**src/sv/caller_address_histogram_defines.svh**
```systemverilog
// Assertion macros shared by the histogram RTL.
`ifndef CALLER_ADDRESS_HISTOGRAM_DEFINES_SVH
`define CALLER_ADDRESS_HISTOGRAM_DEFINES_SVH

// A property that must hold at every clock edge outside reset.
`define CAH_ASSERT(lbl, clk, rst_n, prop, msg) \
  lbl: assert property (@(posedge clk) disable iff (!rst_n) (prop)) else $error(msg);

// A condition in one cycle that implies another in the next cycle.
`define CAH_ASSERT_NEXT(lbl, clk, rst_n, pre, post, msg) \
  lbl: assert property (@(posedge clk) disable iff (!rst_n) (pre) |=> (post)) else $error(msg);

`endif

```
**src/sv/cah_pkg.sv**
```systemverilog
`default_nettype none

package cah_pkg;

  localparam int unsigned ADDR_W = 32;
  localparam int unsigned CNT_W  = 32;
  localparam int unsigned RANK_W = 3;
  localparam int unsigned DIST_W = 7;

  localparam logic CMD_RECORD = 1'b0;
  localparam logic CMD_REPORT = 1'b1;

  localparam logic [ADDR_W-1:0] EMPTY_ADDR = '0;
  localparam logic [CNT_W-1:0]  CNT_MAX    = '1;

  // Broadcast control for the table cells.
  typedef struct packed {
    logic              cmp_en;
    logic              upd_en;
    logic              shift;
    logic [ADDR_W-1:0] addr;
  } tbl_ctl_t;

  // Broadcast control for the ranking cells.
  typedef struct packed {
    logic              clear;
    logic              insert;
    logic              pop;
    logic [ADDR_W-1:0] addr;
    logic [CNT_W-1:0]  hits;
  } rank_ctl_t;

  function automatic logic [CNT_W-1:0] sat_inc(input logic [CNT_W-1:0] v);
    return (v == CNT_MAX) ? v : v + CNT_W'(1);
  endfunction

endpackage

`default_nettype wire

```
**src/sv/cah_rank_cell.sv**
```systemverilog
`default_nettype none

// One slot of the sorted top list. A new entry is inserted where its hit
// count first beats a slot; the slots below shift down by one.
module cah_rank_cell (
  input  logic                   clk_i,
  input  logic                   rst_ni,
  input  cah_pkg::rank_ctl_t     ctl_i,
  input  logic                   up_cmp_i,
  input  logic                   up_valid_i,
  input  logic [cah_pkg::ADDR_W-1:0] up_addr_i,
  input  logic [cah_pkg::CNT_W-1:0]  up_hits_i,
  input  logic                   dn_valid_i,
  input  logic [cah_pkg::ADDR_W-1:0] dn_addr_i,
  input  logic [cah_pkg::CNT_W-1:0]  dn_hits_i,
  output logic                   cmp_o,
  output logic                   valid_o,
  output logic [cah_pkg::ADDR_W-1:0] addr_o,
  output logic [cah_pkg::CNT_W-1:0]  hits_o
);
  import cah_pkg::*;

  logic              valid_q, valid_d;
  logic [ADDR_W-1:0] addr_q, addr_d;
  logic [CNT_W-1:0]  hits_q, hits_d;

  // Strictly greater keeps ties in table order.
  assign cmp_o = !valid_q || (ctl_i.hits > hits_q);

  always_comb begin
    valid_d = valid_q;
    addr_d  = addr_q;
    hits_d  = hits_q;
    if (ctl_i.clear) begin
      valid_d = 1'b0;
    end else if (ctl_i.pop) begin
      valid_d = dn_valid_i;
      addr_d  = dn_addr_i;
      hits_d  = dn_hits_i;
    end else if (ctl_i.insert) begin
      if (up_cmp_i) begin
        valid_d = up_valid_i;
        addr_d  = up_addr_i;
        hits_d  = up_hits_i;
      end else if (cmp_o) begin
        valid_d = 1'b1;
        addr_d  = ctl_i.addr;
        hits_d  = ctl_i.hits;
      end
    end
  end

  always_ff @(posedge clk_i or negedge rst_ni) begin
    if (!rst_ni) begin
      valid_q <= 1'b0;
    end else begin
      valid_q <= valid_d;
    end
  end

  always_ff @(posedge clk_i) begin
    addr_q <= addr_d;
    hits_q <= hits_d;
  end

  assign valid_o = valid_q;
  assign addr_o  = addr_q;
  assign hits_o  = hits_q;

endmodule

`default_nettype wire

```
**config.mk**
```make
export PLATFORM = sky130hd
export DESIGN_NAME = cah_rank_cell
export DESIGN_NICKNAME = d
export VERILOG_FILES = /design/src/sv/caller_address_histogram_defines.svh /design/src/sv/cah_pkg.sv /design/src/sv/cah_rank_cell.sv
export SDC_FILE = /design/constraint.sdc
export NUM_CORES = 1
export LEC_CHECK = 0
export ABC_AREA = 1
export BUFFER_PORTS_ARGS = -buffer_cell sky130_fd_sc_hd__buf_2
export CAP_MARGIN = 10
export CELL_PAD_IN_SITES_DETAIL_PLACEMENT = 1
export CELL_PAD_IN_SITES_GLOBAL_PLACEMENT = 1
export CORE_MARGIN = 2
export CORE_UTILIZATION = 26
export CTS_CLUSTER_DIAMETER = 200
export CTS_CLUSTER_SIZE = 14
export DETAILED_ROUTE_END_ITERATION = 8
export HOLD_SLACK_MARGIN = 0.02
export PLACE_DENSITY = 0.85
export SETUP_SLACK_MARGIN = 0.02
export SLEW_MARGIN = 5
export SYNTH_ARGS = -nofsm -noshare
export SYNTH_HDL_FRONTEND = slang
export SYNTH_SLANG_ARGS = --single-unit
export TNS_END_PERCENT = 20
```
**constraint.sdc**
```tcl
create_clock -name clk_i -period 5.1 [get_ports clk_i]
set_clock_uncertainty 0.2 [all_clocks]
set_input_delay 0.255 -clock clk_i [delete_from_list [all_inputs] [get_ports clk_i]]
set_output_delay 0.255 -clock clk_i [all_outputs]
set_load 0.01 [all_outputs]
```
==> results of run 1 <==
==> cell usage after synthesis, types with 2 or more instances <==
library cell / n / share of area [%]
a21oi_1: 143 / 17
buf_1: 9 / 0.82
buf_2: 3 / 0.36
clkbuf_1: 15 / 1.4
edfxtp_1: 64 / 47
ha_1: 32 / 9.7
inv_1: 41 / 3.7
nand2_1: 102 / 9.3
nand2_2: 2 / 0.30
nand3_1: 4 / 0.49
nand4_1: 4 / 0.61
nor2_1: 73 / 6.7
nor2_2: 3 / 0.46
o21ai_0: 3 / 0.36
==> power groups by stage <==
stage | clock network (mW) | registers [mW] | logic (mW)
after global placement | 0 | 0.661 | 0.336
after global routing | 0.637 | 0.658 | 0.387
after CTS | 0.616 | 0.654 | 0.348
after detailed placement | 0 | 0.664 | 0.346
final | 0.595 | 0.653 | 0.342
after floorplan | 0 | 0.684 | 0.153
==> state kept, by name, indices dropped and copies added (netlist names) <==
signal	flops
addr_o	32
hits_o	32
valid_o	1
==> kinds of logic after synthesis <==
kind of cell | synth area share [%]
and+or+nand+nor | 18.44
AOI/OAI and AO/OA | 18.10
buffers and inverters | 6.470
DFF | 47.27
adders and majority gates | 9.720
==> through the flow <==
step	cells	instance area (um^2)	power (mW)	hold WS [ns]	setup WS, ns
detailed placement	963	5652	1.010	-0.1666	2.034
finish	981	5943	1.590	0.04051	2.135
global placement	963	5652	0.9970	-0.1707	2.112
global route	981	5943	1.681	0.04011	1.843
floorplan	505	4123	0.8367	-0.2406	1.229
CTS	980	5941	1.618	0.02323	2.021
==> path summary, 6_finish.rpt <==
kind,start,to,slack [ns],depth (start not counted)
setup / recovery,hits_o[7],addr_o[11],2.13,15
hold / removal,dn_hits_i[22],hits_o[22],0.04,3
setup reg to reg,hits_o[7],addr_o[11],2.13,15
hold reg to reg,valid_o,valid_o,0.43,2
max in group asynchronous,rst_ni,valid_o,4.55,2
min in group asynchronous,rst_ni,valid_o,0.07,2
==> cell type report <==
type / count / area, um^2 / share of cell area (%)
timing repair buffer: 271 / 1374 / 23.12
sequential: 65 / 1947 / 32.76
clock buffer: 11 / 232.7 / 3.916
tap: 216 / 270.3 / 4.547
antenna: 1 / 2.502 / 0.04211
clock inverter: 5 / 46.29 / 0.7789
inverter: 41 / 153.9 / 2.589
multi-input combinational: 371 / 1917 / 32.25
==> routing by layer <==
layer  share of wire, %  track usage (%)  vias to the layer above
li1                   -                -                     2226
met1                 41            19.99                     2110
met2                 50            32.43                      182
met3                7.4            5.371                       16
met4                1.6            4.997                        0
met5                  0                0                        -
==> timing repair <==
item / in CTS / in global routing
hold buffers: 1 / 0
gates resized for setup: 0 / 0
hold endpoints to repair: 1 / 0
setup endpoints to repair: 0 / 0
==> worst max-delay path: stages, from the launching register on <==
cell	delay, ns
edfxtp_1	0.34
inv_1	0.05
ha_1	0.28
nand2_1	0.08
nor2_1	0.20
nand2_1	0.08
nand2_1	0.08
nand2_1	0.05
nand2_1	0.05
nand2_1	0.04
nand2_1	0.07
nand2_2	0.07
nand3_2	0.06
nand2_2	0.08
a21oi_4	0.12
buf_4	0.69
==> flow_metrics.py, run 1 <==
metrics = {
    "clock_tree": {
        "cts-root-buf": "clkbuf_16",
        "cts_tree": "built",
        "cts_setup_buffers": 0,
        "path_clk_slew_ns": 0.06,
        "max-clock-path-buffers": 2,
        "clk_latency_ns": 0.33,
        "cts_made_buffers": 9,
        "cts_sinks": 65,
        "h-tree-depth": 3,
    },
    "die": {
        "die_x_um": 129.9,
        "rows": 46,
        "fp.coreArea_mm2": 0.01566,
        "start_util_pct": 26.31,
        "die_y_um": 129.9,
        "ios": 266,
        "dieArea_mm2": 0.01686,
    },
    "drt": {
        "routed_wl_um": 15280,
        "drt_iter0_drc": 186,
        "postRouteAntennaNets": 0,
        "vias": 4534,
        "via_per_inst": 4.622,
        "first_pass_iters": 4,
        "wire_per_inst_um": 15.58,
        "drc": 0,
    },
    "synthesis": {
        "syn_area_per_cell_um2": 8.156,
        "ys.flop_type": "edfxtp_1",
        "yosysUniqueCellTypes": 21,
        "async_flop_share_pct": 1.538,
        "synth_area_mm2": 0.004119,
        "yosys_warnings": 0,
        "syn_nets": 737,
        "ys_ff_latch": 65,
        "synth_edf_count": 64,
        "ys_seq_area_share_pct": 47.27,
        "synthCells": 505,
    },
    "worst_setup_path": {
        "critPathCaptureType": "flip-flop",
        "crit_path_start_kind": "flip-flop",
        "worstPathArrival_ns": 2.72,
        "criticalPathCategory": "flip-flop to flip-flop",
        "path_max_fanout": 64,
        "cp.required_ns": 4.85,
    },
    "cells_and_area": {
        "layout_common_cells": "buf_2, a21oi_1, nand2_1",
        "syn_to_final_growth_pct": 44.29,
        "fin_util_pct": 37.96,
        "drive_above_1_share_pct": 38.09,
        "final_common_cell": "buf_2",
        "nFillCells": 2016,
        "final_nets": 991,
    },
    "global_routing": {
        "first_global_vias": 4656,
        "grt_pass1_wl_um": 23290,
        "grtUsageTotal_pct": 17.75,
        "overflow": 0,
        "grt_max_degree": 69,
        "antenna_found_initial": 1,
    },
    "power_and_ir_drop": {
        "p_comb_share_pct": 21.5,
        "p_clk_share_pct": 37.4,
        "p_sw_share_pct": 27.24,
        "p_sw_mw": 0.4331,
        "p_leak_nw": 2.921,
        "peakVddDrop_v": 0.0001277,
        "power.density_mw_per_mm2": 267.5,
        "sequentialPowerShare_pct": 41.1,
        "p_int_mw": 1.157,
    },
    "placed_design": {
        "gp_congestion": 0.7424,
        "dp_hpwl_um": 11350,
        "port_buffers": 265,
    },
    "sta": {
        "hold_violations": 0,
        "period_share_pct": 58.14,
        "setup-violations-final": 0,
        "fin_crit_ns": 2.965,
        "worst_slew_margin_rel_pct": 41.84,
        "worst_pin_slew_ns": 0.8725,
        "rsz0062_at_grt": "false",
        "fmax_ghz": 0.3373,
        "timing.setup.tns_ns": 0,
        "maxSlewViolCount": 0,
    },
    "run": {
        "cap_violations": 0,
    },
    "min_path": {
        "min-delay-path-class": "input port to flip-flop",
    },
    "status": {
        "status": "complete, no violations",
    },
}
No activity file was read; power rests on OpenSTA's default activity.
==> run 2, diff against run 1 <==
--- a/config.mk
+++ b/config.mk
@@ -11,12 +11,12 @@
 export CELL_PAD_IN_SITES_DETAIL_PLACEMENT = 1
 export CELL_PAD_IN_SITES_GLOBAL_PLACEMENT = 1
 export CORE_MARGIN = 2
-export CORE_UTILIZATION = 26
+export CORE_UTILIZATION = 29
 export CTS_CLUSTER_DIAMETER = 200
 export CTS_CLUSTER_SIZE = 14
 export DETAILED_ROUTE_END_ITERATION = 8
 export HOLD_SLACK_MARGIN = 0.02
-export PLACE_DENSITY = 0.85
+export PLACE_DENSITY = 0.9
 export SETUP_SLACK_MARGIN = 0.02
 export SLEW_MARGIN = 5
 export SYNTH_ARGS = -nofsm -noshare
==> constraint.sdc (replaced) <==
create_clock -name clk_i -period 2.9 [get_ports clk_i]
set_clock_uncertainty 0.2 [all_clocks]
set_input_delay 0.145 -clock clk_i [delete_from_list [all_inputs] [get_ports clk_i]]
set_output_delay 0.145 -clock clk_i [all_outputs]
set_load 0.01 [all_outputs]
==> flow_metrics.py, run 2 (synthesized netlist as in run 1, its figures left out) <==
metrics = {
    "status": {
        "status": "complete, no violations",
    },
    "sta": {
        "maxSlewViolCount": 0,
        "timing.setup.tns_ns": 0,
        "worst_slew_margin_rel_pct": 46.95,
        "hold_violations": 0,
        "worst_pin_slew_ns": 0.7957,
        "rsz0062_at_grt": "false",
        "setup_slack_ns": 0.3073,
        "setup-violations-final": 0,
        "period_share_pct": 89.40,
        "timing.hold.ws_ns": 0.02580,
        "fmax_ghz": 0.3857,
        "fin_crit_ns": 2.593,
    },
    "placed_design": {
        "placed_area_mm2": 0.005647,
        "port_buffers": 265,
        "dp_hpwl_um": 11840,
        "place_ws_ns": 0.3053,
        "place_inst": 929,
        "gp_congestion": 0.7853,
    },
    "worst_setup_path": {
        "crit_path_start_kind": "flip-flop",
        "path_max_fanout": 3,
        "cp.required_ns": 2.96,
        "reg2reg_to": "valid_o",
        "criticalPathCategory": "flip-flop to flip-flop",
        "ff2ff_path_depth": 14,
        "r2r_start": "hits_o[27]",
        "r2r_slack_ns": 0.31,
        "worstPathArrival_ns": 2.65,
        "critPathCaptureType": "flip-flop",
    },
    "die": {
        "die_y_um": 123.2,
        "start_util_pct": 29.67,
        "fp.coreArea_mm2": 0.01388,
        "rows": 43,
        "dieArea_mm2": 0.01517,
        "ios": 266,
        "die_x_um": 123.2,
    },
    "cells_and_area": {
        "drive_above_1_share_pct": 33.03,
        "final_common_cell": "buf_2",
        "nFillCells": 1717,
        "final_area_mm2": 0.007188,
        "layout_common_cells": "buf_2, a21oi_1, dlygate4sd3_1",
        "fin_util_pct": 51.78,
        "final_nets": 1117,
        "multiInputGateArea_mm2": 0.001917,
        "regArea_mm2": 0.001947,
        "syn_to_final_growth_pct": 74.51,
        "final_cells": 1074,
    },
    "clock_tree": {
        "cts_resized": 0,
        "h-tree-depth": 3,
        "cts-root-buf": "clkbuf_16",
        "clk_latency_ns": 0.33,
        "cts_hold_buf": 125,
        "max-clock-path-buffers": 2,
        "cts_sinks": 65,
        "cts_setup_buffers": 0,
        "cts_tree": "built",
        "path_clk_slew_ns": 0.06,
        "cts_made_buffers": 9,
    },
    "global_routing": {
        "grt_pass1_wl_um": 29940,
        "overflow": 0,
        "first_global_vias": 5879,
        "grtUsageTotal_pct": 26.06,
        "antenna_found_initial": 4,
        "grt_max_degree": 68,
    },
    "drt": {
        "wire_per_inst_um": 18.46,
        "drc": 0,
        "via_per_inst": 4.940,
        "vias": 5306,
        "postRouteAntennaNets": 0,
        "drt_iter0_drc": 203,
        "routed_wl_um": 19830,
        "first_pass_iters": 4,
    },
    "min_path": {
        "min_path_cells": 3,
        "min-delay-path-class": "input port to flip-flop",
        "hp-start": "up_hits_i[19]",
        "hold_path_end": "hits_o[19]",
    },
    "run": {
        "cap_violations": 0,
    },
    "power_and_ir_drop": {
        "peakVddDrop_v": 0.0002065,
        "totalPowerFinal_mw": 3.035,
        "power.density_mw_per_mm2": 422.2,
        "p_leak_nw": 3.445,
    },
}
run 2: changes by cell type in the layout (fill, tap and decap cells not counted), sizes merged:
cell	change
buf	+2
clkbuf	+1
diode	+3
dlygate4sd3	+124
clkinv	-1
run 2: per-layer routing:
layer	vias up	routed length [um]	global-route usage, %	share of wire, %
li1	2487	-	-	-
met1	2502	7145	27.39	36
met2	254	10390	47.84	52
met3	63	1481	6.504	7.5
met4	0	810	13.21	4.1
met5	-	0	0	0
run 2: worst max-delay path by stage:
stage	from	end	slack, ns
finish	hits_o[27]	valid_o	0.31
global route	hits_o[23]	addr_o[14]	0.12
CTS	hits_o[17]	valid_o	0.26
detailed placement	hits_o[23]	addr_o[27]	0.31
global placement	hits_o[31]	addr_o[27]	0.40
floorplan	hits_o[23]	addr_o[0]	-0.19
run 2: power breakdown:
part | switching, mW | internal [mW]
sequential | 0.0303 | 1.12
combinational | 0.413 | 0.408
clock | 0.400 | 0.661
run 2: critical path, cell delays in order, from the launching register on:
cell	delay, ns
edfxtp_1	0.40
inv_1	0.09
ha_1	0.24
a21oi_1	0.15
o21ai_0	0.10
nand2_1	0.07
nand2_1	0.05
a21oi_1	0.17
nand2_1	0.09
nand2_2	0.09
nand3_2	0.07
nand2_2	0.11
nand3_1	0.07
dlygate4sd3_1	0.56
nand2_1	0.07
run 2: layout make-up:
type                    instances  area share, %
flip-flops and latches         65          27.08
clock inverters                 4         0.6092
multi-input cells             371          26.67
inverters                      41          2.141
clock buffers                  12          3.290
diodes                          4         0.1393
repair buffers                397          36.94
well taps                     180          3.133
