## config.mk

```make
export PLATFORM = sky130hd
export DESIGN_NAME = cah_tbl_cell
export DESIGN_NICKNAME = d
export VERILOG_FILES = /design/src/sv/caller_address_histogram_defines.svh /design/src/sv/cah_pkg.sv /design/src/sv/cah_tbl_cell.sv
export SDC_FILE = /design/constraint.sdc
export NUM_CORES = 1
export LEC_CHECK = 0
export BUFFER_PORTS_ARGS = -buffer_cell sky130_fd_sc_hd__buf_2
export CAP_MARGIN = 25
export CORE_MARGIN = 2
export CORE_UTILIZATION = 51
export DETAILED_ROUTE_END_ITERATION = 10
export GPL_TIMING_DRIVEN = 0
export PLACE_DENSITY = 0.82
export SYNTH_ARGS = -nofsm -noshare
export SYNTH_HDL_FRONTEND = slang
export SYNTH_SLANG_ARGS = --single-unit
```

## constraint.sdc

```tcl
create_clock -name clk_i -period 5.55 [get_ports clk_i]
set_input_delay 0.2775 -clock clk_i [delete_from_list [all_inputs] [get_ports clk_i]]
set_output_delay 0.2775 -clock clk_i [all_outputs]
set_load 0.05 [all_outputs]
```

## src/sv/caller_address_histogram_defines.svh

```systemverilog
// Assertion macros shared by the histogram RTL.
`ifndef CALLER_ADDRESS_HISTOGRAM_DEFINES_SVH
`define CALLER_ADDRESS_HISTOGRAM_DEFINES_SVH

// A property that must hold at every clock edge outside reset.
`define CAH_ASSERT(lbl, clk, rst_n, prop, msg) \
  lbl: assert property (@(posedge clk) disable iff (!rst_n) (prop)) else $error(msg);

// A condition in one cycle that implies another in the next cycle.
`define CAH_ASSERT_NEXT(lbl, clk, rst_n, pre, post, msg) \
  lbl: assert property (@(posedge clk) disable iff (!rst_n) (pre) |=> (post)) else $error(msg);

`endif

```

## src/sv/cah_pkg.sv

```systemverilog
`default_nettype none

package cah_pkg;

  localparam int unsigned ADDR_W = 32;
  localparam int unsigned CNT_W  = 32;
  localparam int unsigned RANK_W = 3;
  localparam int unsigned DIST_W = 7;

  localparam logic CMD_RECORD = 1'b0;
  localparam logic CMD_REPORT = 1'b1;

  localparam logic [ADDR_W-1:0] EMPTY_ADDR = '0;
  localparam logic [CNT_W-1:0]  CNT_MAX    = '1;

  // Broadcast control for the table cells.
  typedef struct packed {
    logic              cmp_en;
    logic              upd_en;
    logic              shift;
    logic [ADDR_W-1:0] addr;
  } tbl_ctl_t;

  // Broadcast control for the ranking cells.
  typedef struct packed {
    logic              clear;
    logic              insert;
    logic              pop;
    logic [ADDR_W-1:0] addr;
    logic [CNT_W-1:0]  hits;
  } rank_ctl_t;

  function automatic logic [CNT_W-1:0] sat_inc(input logic [CNT_W-1:0] v);
    return (v == CNT_MAX) ? v : v + CNT_W'(1);
  endfunction

endpackage

`default_nettype wire

```

## src/sv/cah_tbl_cell.sv

```systemverilog
`default_nettype none

// One table entry: holds a key and its hit count, compares against the
// broadcast address and passes its contents to its neighbor during a scan.
module cah_tbl_cell (
  input  logic                   clk_i,
  input  logic                   rst_ni,
  input  cah_pkg::tbl_ctl_t      ctl_i,
  input  logic                   occupied_i,
  input  logic                   claim_i,
  input  logic [cah_pkg::ADDR_W-1:0] nb_key_i,
  input  logic [cah_pkg::CNT_W-1:0]  nb_hits_i,
  output logic [cah_pkg::ADDR_W-1:0] key_o,
  output logic [cah_pkg::CNT_W-1:0]  hits_o,
  output logic                   match_o
);
  import cah_pkg::*;

  logic [ADDR_W-1:0] key_q, key_d;
  logic [CNT_W-1:0]  hits_q, hits_d;
  logic              match_q;

  always_comb begin
    key_d  = key_q;
    hits_d = hits_q;
    if (ctl_i.shift) begin
      key_d  = nb_key_i;
      hits_d = nb_hits_i;
    end else if (ctl_i.upd_en) begin
      if (match_q) begin
        hits_d = sat_inc(hits_q);
      end else if (claim_i) begin
        key_d  = ctl_i.addr;
        hits_d = CNT_W'(1);
      end
    end
  end

  always_ff @(posedge clk_i) begin
    key_q  <= key_d;
    hits_q <= hits_d;
  end

  always_ff @(posedge clk_i or negedge rst_ni) begin
    if (!rst_ni) begin
      match_q <= 1'b0;
    end else if (ctl_i.cmp_en) begin
      match_q <= occupied_i && (key_q == ctl_i.addr);
    end
  end

  assign key_o   = key_q;
  assign hits_o  = hits_q;
  assign match_o = match_q;

endmodule

`default_nettype wire

```

==> results.yml, run 1 <==
cells_and_area:
  drive_above_1_share: 0.448
  n_antenna_cell: 0
  layout.nets: 590
  syn2layout_area_growth_pct: 32.1
  fillers: 536
worst_setup_path:
  critPathLaunchType: "flip-flop"
  worstPathArrival_ns: 2.62
  critPathSlowestCell: "nor2_1"
  path_cells: "ha_1 > nand3_1 > nor2_1 > nand3_1 > nor3b_1 > o21bai_4"
  worst-path-buf-inv: 0
  worstSetupEndpointType: "flip-flop"
  crit_top_cell: "nand3_1"
  cpPeakStageDelay_ns: 0.54
  path_delay_family: "simple AND/OR/NAND/NOR gates"
  required_ns: 5.53
  crit_path_max_fanout: 32
  criticalPathCategory: "reg2reg"
synthesis:
  yosys_register_bits: 65
  synth_area_sq_mm: 0.00365
  synthFlopType: "edfxtp_1"
  synth_edf_count: 64
  synth_nets: 412
  ys_warn_count: 0
  ys_seq_area_frac: 0.534
  synth_most_common_cell: "edfxtp_1"
  synthTopCellsByCount: "edfxtp_1, xor2_1, nand2_1"
  async_flop_share: 0.0154
  synth.top_cell.area_share: 0.527
  netlist_instances: 308
  synth_top_cell_by_area: "edfxtp_1"
  synth_area_per_cell_sq_um: 11.8
  synth_cell_types: 35
  synthTopCellsByArea: "edfxtp_1, xor2_1, mux2_2"
pwr:
  p_leak_nw: 2.00
  peakVddDrop_v: 0.000160
  total_power_mw: 1.34
  power_density_mw_per_mm2: 279
grt:
  overflow: 0
  antenna_found_initial: 0
  grt_pass1_vias: 3125
  grt_pass1_wl_mm: 14.4
  grtUsageTotal: 0.242
  grt_max_degree: 33
cts:
  cts_tree: "yes"
  cts_sinks: 65
  clk_latency_ns: 0.33
  ctsResizeCount: 0
  cts_made_buffers: 9
  cts.htree.levels: 3
  clk_pin_slew_ns: 0.07
  cts_buffer_depth: 2
  clock-root-buffer: "clkbuf_8"
sta:
  slew_viol_final: 0
  finalSetupViolCount: 0
  setup_tns_ns: 0
  finalHoldViolCount: 0
  maxSlewHeadroom: 0.377
  max_slew.worst_pin.slew_ns: 0.932
  period_minus_slack_ns: 2.64
  finalCritPeriodShare: 0.477
  hold_ws_ns: 0.184
  fin_skew_ns: 0.00547
  rsz0062_at_grt: "false"
  fmax_mhz: 378
detailed_routing:
  via_count: 3118
  drtPass1Iterations: 4
  routed_wl_mm: 9.47
  drc: 0
  antenna_left: 0
  vias_per_cell: 5.31
  wl_per_cell_um: 16.1
  drtIter0Drc: 140
placed_design:
  dp_hpwl_mm: 7.24
  port_buffers: 166
  routabilityCongestion: 0.965
die:
  die_w_um: 88.6
  io_pins: 168
  rows: 30
  die_y_um: 88.6
  dieArea_sq_mm: 0.00784
  core_sq_mm: 0.00687
  start_util: 0.531
job:
  drv_cap: 0
status:
  outcome: "finished clean"
min_path:
  hp-class: "in2reg"
-- sequential cells by signal (all words and copies together) (netlist names) --
| signal | cells |
|---|---|
| key_o | 32 |
| match_o | 1 |
| hits_o | 32 |
-- logic make-up after synthesis --
family | share of synthesized area
simple gates | 0.141
flops | 0.534
xor+xnor | 0.149
compound gates | 0.0556
mux | 0.0988
buf+inv | 0.0185
fa+ha+maj | 0.00343
-- where the power goes --
part           total [mW]  switching [mW]  internal (mW)  leakage [nW]
registers           0.625          0.0363          0.588         0.668
logic               0.311           0.211         0.0996          1.23
clock network       0.409           0.178          0.231         0.103
total                1.34           0.425          0.919          2.00
-- final timing paths --
kind                                 from        end  slack [ns]  cells past startpoint
worst max-delay path            hits_o[0]  hits_o[3]        2.91                      6
max in group asynchronous          rst_ni    match_o        5.16                      2
worst max register to register  hits_o[0]  hits_o[3]        2.91                      6
worst min-delay path            ctl_i[34]    match_o        0.18                      2
min in group asynchronous          rst_ni    match_o        0.30                      2
worst min register to register  key_o[11]    match_o        0.63                      3
-- area by class of cell --
type | count | area [sq um] | area share
repair buffers | 167 | 841 | 0.175
clock inverters | 3 | 40.0 | 0.00831
multi-input cells | 228 | 1640 | 0.341
plain buffers | 13 | 60.1 | 0.0125
clock buffers | 13 | 159 | 0.0330
well taps | 96 | 120 | 0.0249
inverters | 2 | 7.51 | 0.00156
flip-flops and latches | 65 | 1950 | 0.404
-- layout by cell type (no fill, tap or decap), types with 3 or more instances in the layout --
master    synthesis  final
buf_2             0    166
nand2_1          40     40
mux2_2           32     32
o21ai_1           7      7
xnor2_1          18     18
edfxtp_1         64     64
nor4_1            5      5
nand4_1          13     13
nor2_1            5      5
nand3_1          14     14
clkbuf_1         10     12
xor2_1           44     44
and3_1            3      3
nand4b_1          3      3
and4_1            5      5
o21ai_0          22     22
clkbuf_8          0     11
-- metal layers --
| layer | part of all wire | track usage | vias to the layer above |
|---|---|---|---|
| met5 | 0 | 0 | - |
| met4 | 0.022 | 0.103 | 0 |
| met3 | 0.091 | 0.0690 | 21 |
| met2 | 0.50 | 0.420 | 170 |
| met1 | 0.39 | 0.280 | 1437 |
| li1 | - | - | 1490 |
-- per-stage QoR --
| stage | std cells | util | area, sq um | setup slack, ns |
|---|---|---|---|---|
| 5_1_grt | 587 | 0.701 | 4820 | 2.67 |
| 3_3_place_gp | 570 | 0.669 | 4600 | 1.78 |
| 4_1_cts | 587 | 0.701 | 4820 | 2.88 |
| 2_1_floorplan | 308 | - | 3650 | 2.12 |
| 6_report | 587 | 0.701 | 4820 | 2.91 |
| 3_5_place_dp | 570 | 0.671 | 4610 | 2.90 |
-- repair_timing --
action | CTS | global route
setup endpoints to repair | 0 | 0
buffers inserted | 0 | 0
endpoints found under the hold margin | 1 | 0
hold buffers | 1 | 0
Note: power is estimated with default switching activity, not from simulation.
==> run 2, diff against run 1 <==
- CORE_UTILIZATION: 51 -> 47
- PLACE_DENSITY: 0.82 -> 0.76
- clock period: 5.55 -> 2.56 ns (I/O delays scaled with it)
==> run 2 against run 1 <==
Effect of this change:
- wire length is 2.0% higher
- utilization is 6.6 points lower
- first-iteration DRC count is 31% lower
- combinational power is 120% higher
- cell area is 0.39% higher
- fmax is 11% higher
- critical path depth stayed put
- critical endpoint is now hits_o[6]
- largest cell class unchanged
==> results.yml, run 2 (synthesis gave the netlist of run 1 again) <==
cells_and_area:
  drive_above_1_share: 0.449
  multi_input_area_sq_mm: 0.00167
  layoutNonFillerInstCount: 594
  fillers: 639
  final_core_util: 0.636
  syn2layout_area_growth_pct: 32.6
  layout.nets: 591
  ff_latch_area_sq_mm: 0.00195
  n_antenna_cell: 0
  layout_common_cells: "buf_2, edfxtp_1, xor2_1"
  final_common_cell: "buf_2"
worst_setup_path:
  worst-path-buf-inv: 1
  required_ns: 2.58
  rr_worst_depth: 6
  criticalPathCategory: "reg2reg"
  critPathLaunchType: "flip-flop"
  crit_path_max_fanout: 16
  cpPeakStageDelay_ns: 0.49
  critPathSlowestCell: "edfxtp_1"
  worstPathArrival_ns: 2.40
  rr_startpoint: "hits_o[9]"
  r2r_slack_ns: 0.18
  path_cells: "nand4_2 > nor3_4 > buf_6 > nand3_1 > nor3b_2 > o21bai_4"
  r2r_end: "hits_o[6]"
  path_delay_family: "simple AND/OR/NAND/NOR gates"
  worstSetupEndpointType: "flip-flop"
sta:
  finalHoldViolCount: 0
  rsz0062_at_grt: "false"
  finalSetupViolCount: 0
  max_slew.worst_pin.slew_ns: 0.844
  setup_ws_ns: 0.178
  slew_viol_final: 0
  hold_ws_ns: 0.0141
  period_minus_slack_ns: 2.38
  fmax_mhz: 420
  finalCritPeriodShare: 0.931
  maxSlewHeadroom: 0.437
  fin_skew_ns: 0.00846
die:
  start_util: 0.479
  die_w_um: 92.1
  core_sq_mm: 0.00761
  io_pins: 168
  rows: 32
  die_y_um: 92.1
  dieArea_sq_mm: 0.00848
pwr:
  p_leak_nw: 2.00
  p_switching_mw: 0.936
  clkPwrFrac: 0.294
  swShare: 0.326
  power_frac_comb: 0.235
  pwr-share-seq: 0.471
  peakVddDrop_v: 0.000340
  p_int_mw: 1.94
  power_density_mw_per_mm2: 594
  total_power_mw: 2.87
min_path:
  hp-class: "in2reg"
  min_to: "match_o"
  holdPathStages: 2
  hp-start: "ctl_i[34]"
placed_design:
  dpl.cell_count: 576
  routabilityCongestion: 0.836
  dp_hpwl_mm: 7.16
  port_buffers: 166
  pre_cts_ws_ns: -0.126
detailed_routing:
  routed_wl_mm: 9.66
  drtPass1Iterations: 4
  antenna_left: 0
  via_count: 3125
  vias_per_cell: 5.26
  drc: 0
  wl_per_cell_um: 16.3
  drtIter0Drc: 97
cts:
  clock-root-buffer: "clkbuf_8"
  cts_sinks: 65
  clk_pin_slew_ns: 0.07
  clk_latency_ns: 0.34
  cts.htree.levels: 3
  cts_tree: "yes"
  cts_buffer_depth: 2
  post-cts-setup-buffer-count: 0
  cts_made_buffers: 9
grt:
  overflow: 0
  antenna_found_initial: 0
  grt_pass1_vias: 3243
  grt_pass1_wl_mm: 15.3
  grtUsageTotal: 0.229
  grt_max_degree: 33
job:
  drv_cap: 0
status:
  outcome: "finished clean"
-- run 2: worst reg2reg max path, cell delays in order (launching register included) --
cell,delay [ns]
edfxtp_1,0.49
nand4_2,0.19
nor3_4,0.36
buf_6,0.19
nand3_1,0.13
nor3b_2,0.43
o21bai_4,0.27
-- run 2: layer usage --
layer / GRT usage / vias to the layer above / wire length, um
li1: - / 1496 / -
met1: 0.275 / 1466 / 3930
met2: 0.390 / 149 / 4720
met3: 0.0616 / 14 / 864
met4: 0.0945 / 0 / 143
met5: 0 / - / 0
-- run 2: per-stage QoR --
step	TNS, ns	cell area, sq um
CTS	0	4810
detailed placement	-3.98	4620
global route	0	4840
floorplan	0	3660
finish	0	4840
global placement	-3.65	4620
-- run 2: power groups by stage --
stage	combinational (mW)	sequential (mW)	clock (mW)
detailed placement	0.673	1.38	0
finish	0.677	1.35	0.845
floorplan	0.179	1.65	0
global placement	0.665	1.37	0
global route	0.719	1.36	0.890
CTS	0.677	1.35	0.852
-- run 2: area by class of cell --
type                    instances  share of cell area
well taps                     102              0.0264
plain buffers                  13              0.0124
multi-input cells             229               0.346
clock inverters                 4             0.00906
clock buffers                  12              0.0279
flip-flops and latches         65               0.403
repair buffers                167               0.174
inverters                       2             0.00155
-- run 2: worst max-delay path by stage --
stage                     cells past startpoint   endpoint  startpoint  slack, ns
final                                         6  hits_o[6]   hits_o[9]       0.18
after CTS                                     6  hits_o[6]   hits_o[0]       0.04
after global placement                        6  hits_o[4]   hits_o[0]      -0.12
after floorplan                               6  hits_o[0]   hits_o[0]       0.02
after detailed placement                      6  hits_o[4]   hits_o[0]      -0.13
after global routing                          6  hits_o[6]   hits_o[9]       0.03
-- run 2: timing repair --
action,4_1_cts,5_1_grt
resized for setup,1,3
endpoints found under the setup margin,32,32
pin swaps,0,1
hold buffers,1,0
cloned,0,1
endpoints found under the hold margin,1,0
==> run 3, diff against run 2 <==
- ABC_AREA: not set -> 1
- CORE_UTILIZATION: 47 -> 49
- PLACE_DENSITY: 0.76 -> 0.77
==> run 3 against run 2 <==
Effect of this change:
- cell count is 45% higher
- sequential cell count stayed put
- fmax is 3.7% higher
- clock-buffer cell count is 1 lower
- first-iteration DRC count is 140% higher
- global-route usage is 3.2 points higher
- setup slack better by 0.085 ns
==> results.yml, run 3 <==
placed_design:
  routabilityCongestion: 0.940
  port_buffers: 167
  dpl_cell_area_sq_mm: 0.00517
  dp_hpwl_mm: 9.18
  pre_cts_ws_ns: 0.147
synthesis:
  synthTopCellsByArea: "edfxtp_1, nand2_1, inv_1"
  synth.top_cell.area_share: 0.463
  synth_area_sq_mm: 0.00415
  synth_area_per_cell_sq_um: 7.30
  synthMuxAreaShare: 0
  synth_nets: 673
  synth_top_cell_by_area: "edfxtp_1"
  synth_compound_area_frac: 0.0702
  synth_xor_area_frac: 0.0253
  synth_simple_gate_area_frac: 0.359
  ys_seq_area_frac: 0.469
  synth_top_family_by_area: "simple AND/OR/NAND/NOR gates"
  yosys_register_bits: 65
  async_flop_share: 0.0154
  synthFlopType: "edfxtp_1"
  netlist_instances: 569
  yosys.area_share.adder: 0.00301
  synth_cell_types: 29
  synth_most_common_cell: "nand2_1"
  synth_edf_count: 64
  synthTopCellsByCount: "nand2_1, inv_1, edfxtp_1"
  ys_warn_count: 0
cells_and_area:
  n_antenna_cell: 0
  ff_latch_area_sq_mm: 0.00195
  layout.nets: 854
  syn2layout_area_growth_pct: 28.6
  multi_input_area_sq_mm: 0.00193
  layout_common_cells: "nand2_1, buf_2, inv_1"
  final_core_util: 0.650
  fin_area_sq_mm: 0.00534
  drive_above_1_share: 0.271
  fillers: 750
  final_common_cell: "nand2_1"
die:
  start_util: 0.505
  core_sq_mm: 0.00822
  die_w_um: 96.1
  io_pins: 168
  rows: 33
  dieArea_sq_mm: 0.00923
  die_y_um: 96.1
grt:
  grt_pass1_vias: 4103
  overflow: 0
  grt_pass1_wl_mm: 18.5
  grt_max_degree: 33
  grtUsageTotal: 0.262
  antenna_found_initial: 0
worst_setup_path:
  crit_path_max_fanout: 16
  required_ns: 2.62
  worstSetupEndpointType: "flip-flop"
  worstPathArrival_ns: 2.35
  critPathLaunchType: "flip-flop"
  criticalPathCategory: "reg2reg"
  rr_worst_depth: 8
detailed_routing:
  drtPass1Iterations: 5
  wl_per_cell_um: 14.0
  drtIter0Drc: 228
  vias_per_cell: 5.05
  antenna_left: 0
  drc: 0
  routed_wl_mm: 12.0
  via_count: 4338
sta:
  finalCritPeriodShare: 0.897
  setup_ws_ns: 0.262
  slew_viol_final: 0
  fin_skew_ns: 0.00695
  maxSlewHeadroom: 0.384
  fmax_mhz: 435
  period_minus_slack_ns: 2.30
  setup_tns_ns: 0
  max_slew.worst_pin.slew_ns: 0.921
  finalHoldViolCount: 0
  finalSetupViolCount: 0
  rsz0062_at_grt: "false"
pwr:
  power_density_mw_per_mm2: 592
  total_power_mw: 3.16
  p_leak_nw: 2.63
  peakVddDrop_v: 0.000392
cts:
  post-cts-setup-buffer-count: 0
  cts_buffer_depth: 2
  clk_latency_ns: 0.35
  cts.htree.levels: 3
  cts_sinks: 65
  cts_tree: "yes"
  cts_made_buffers: 9
  clock-root-buffer: "clkbuf_8"
  clk_pin_slew_ns: 0.07
status:
  outcome: "finished clean"
min_path:
  hp-class: "in2reg"
  holdPathStages: 4
job:
  drv_cap: 0
[run 3: final timing paths]
kind,end,slack (ns),start
min,match_o,0.04,ctl_i[34]
max reg2reg,hits_o[30],0.26,hits_o[0]
min reg2reg,match_o,0.63,match_o
min in group asynchronous,match_o,0.11,rst_ni
max in group asynchronous,match_o,2.36,rst_ni
max,hits_o[30],0.26,hits_o[0]
[run 3: stage by stage]
stage | hold WS (ns) | std cells
global route | 0.0517 | 859
floorplan | -0.168 | 569
global placement | -0.0829 | 841
finish | 0.0409 | 859
detailed placement | -0.0899 | 842
CTS | 0.0404 | 858
[run 3: repair_timing]
item	in CTS	in global routing
hold buffers	1	0
gates resized for setup	0	1
endpoints found under the setup margin	0	32
endpoints found under the hold margin	1	0
[run 3: critical path, stage by stage (launching register included)]
cell and delay, ns:
edfxtp_1 0.43, ha_1 0.19, nand2_1 0.10, nor2_1 0.17, nand2_2 0.12, nor2_4 0.21
nand4_1 0.16, nor2_1 0.40, nor2_4 0.21
[run 3: cell type report]
type	instances	share of cell area
Buffer	12	0.00914
Inverter	68	0.0478
Tap cell	105	0.0246
Clock inverter	4	0.00398
Clock buffer	11	0.0246
Multi-Input combinational cell	425	0.362
Timing Repair Buffer	169	0.164
Sequential cell	65	0.365
[run 3: logic make-up after synthesis]
kind of cell,count (synthesis)
and+or+nand+nor,357
buffers and inverters,80
DFF,65
AOI/OAI and AO/OA,54
xor gates and xnor gates,12
adders and majority gates,1
[run 3: layer usage]
metal  track usage  share of wire
met1         0.311           0.39
met5             0              0
met4        0.0881          0.012
met3        0.0595           0.10
met2         0.464           0.50
[run 3: where the power goes]
part	total (mW)	switching (mW)	internal, mW
registers	1.44	0.118	1.32
clock network	0.757	0.416	0.340
logic	0.970	0.714	0.256
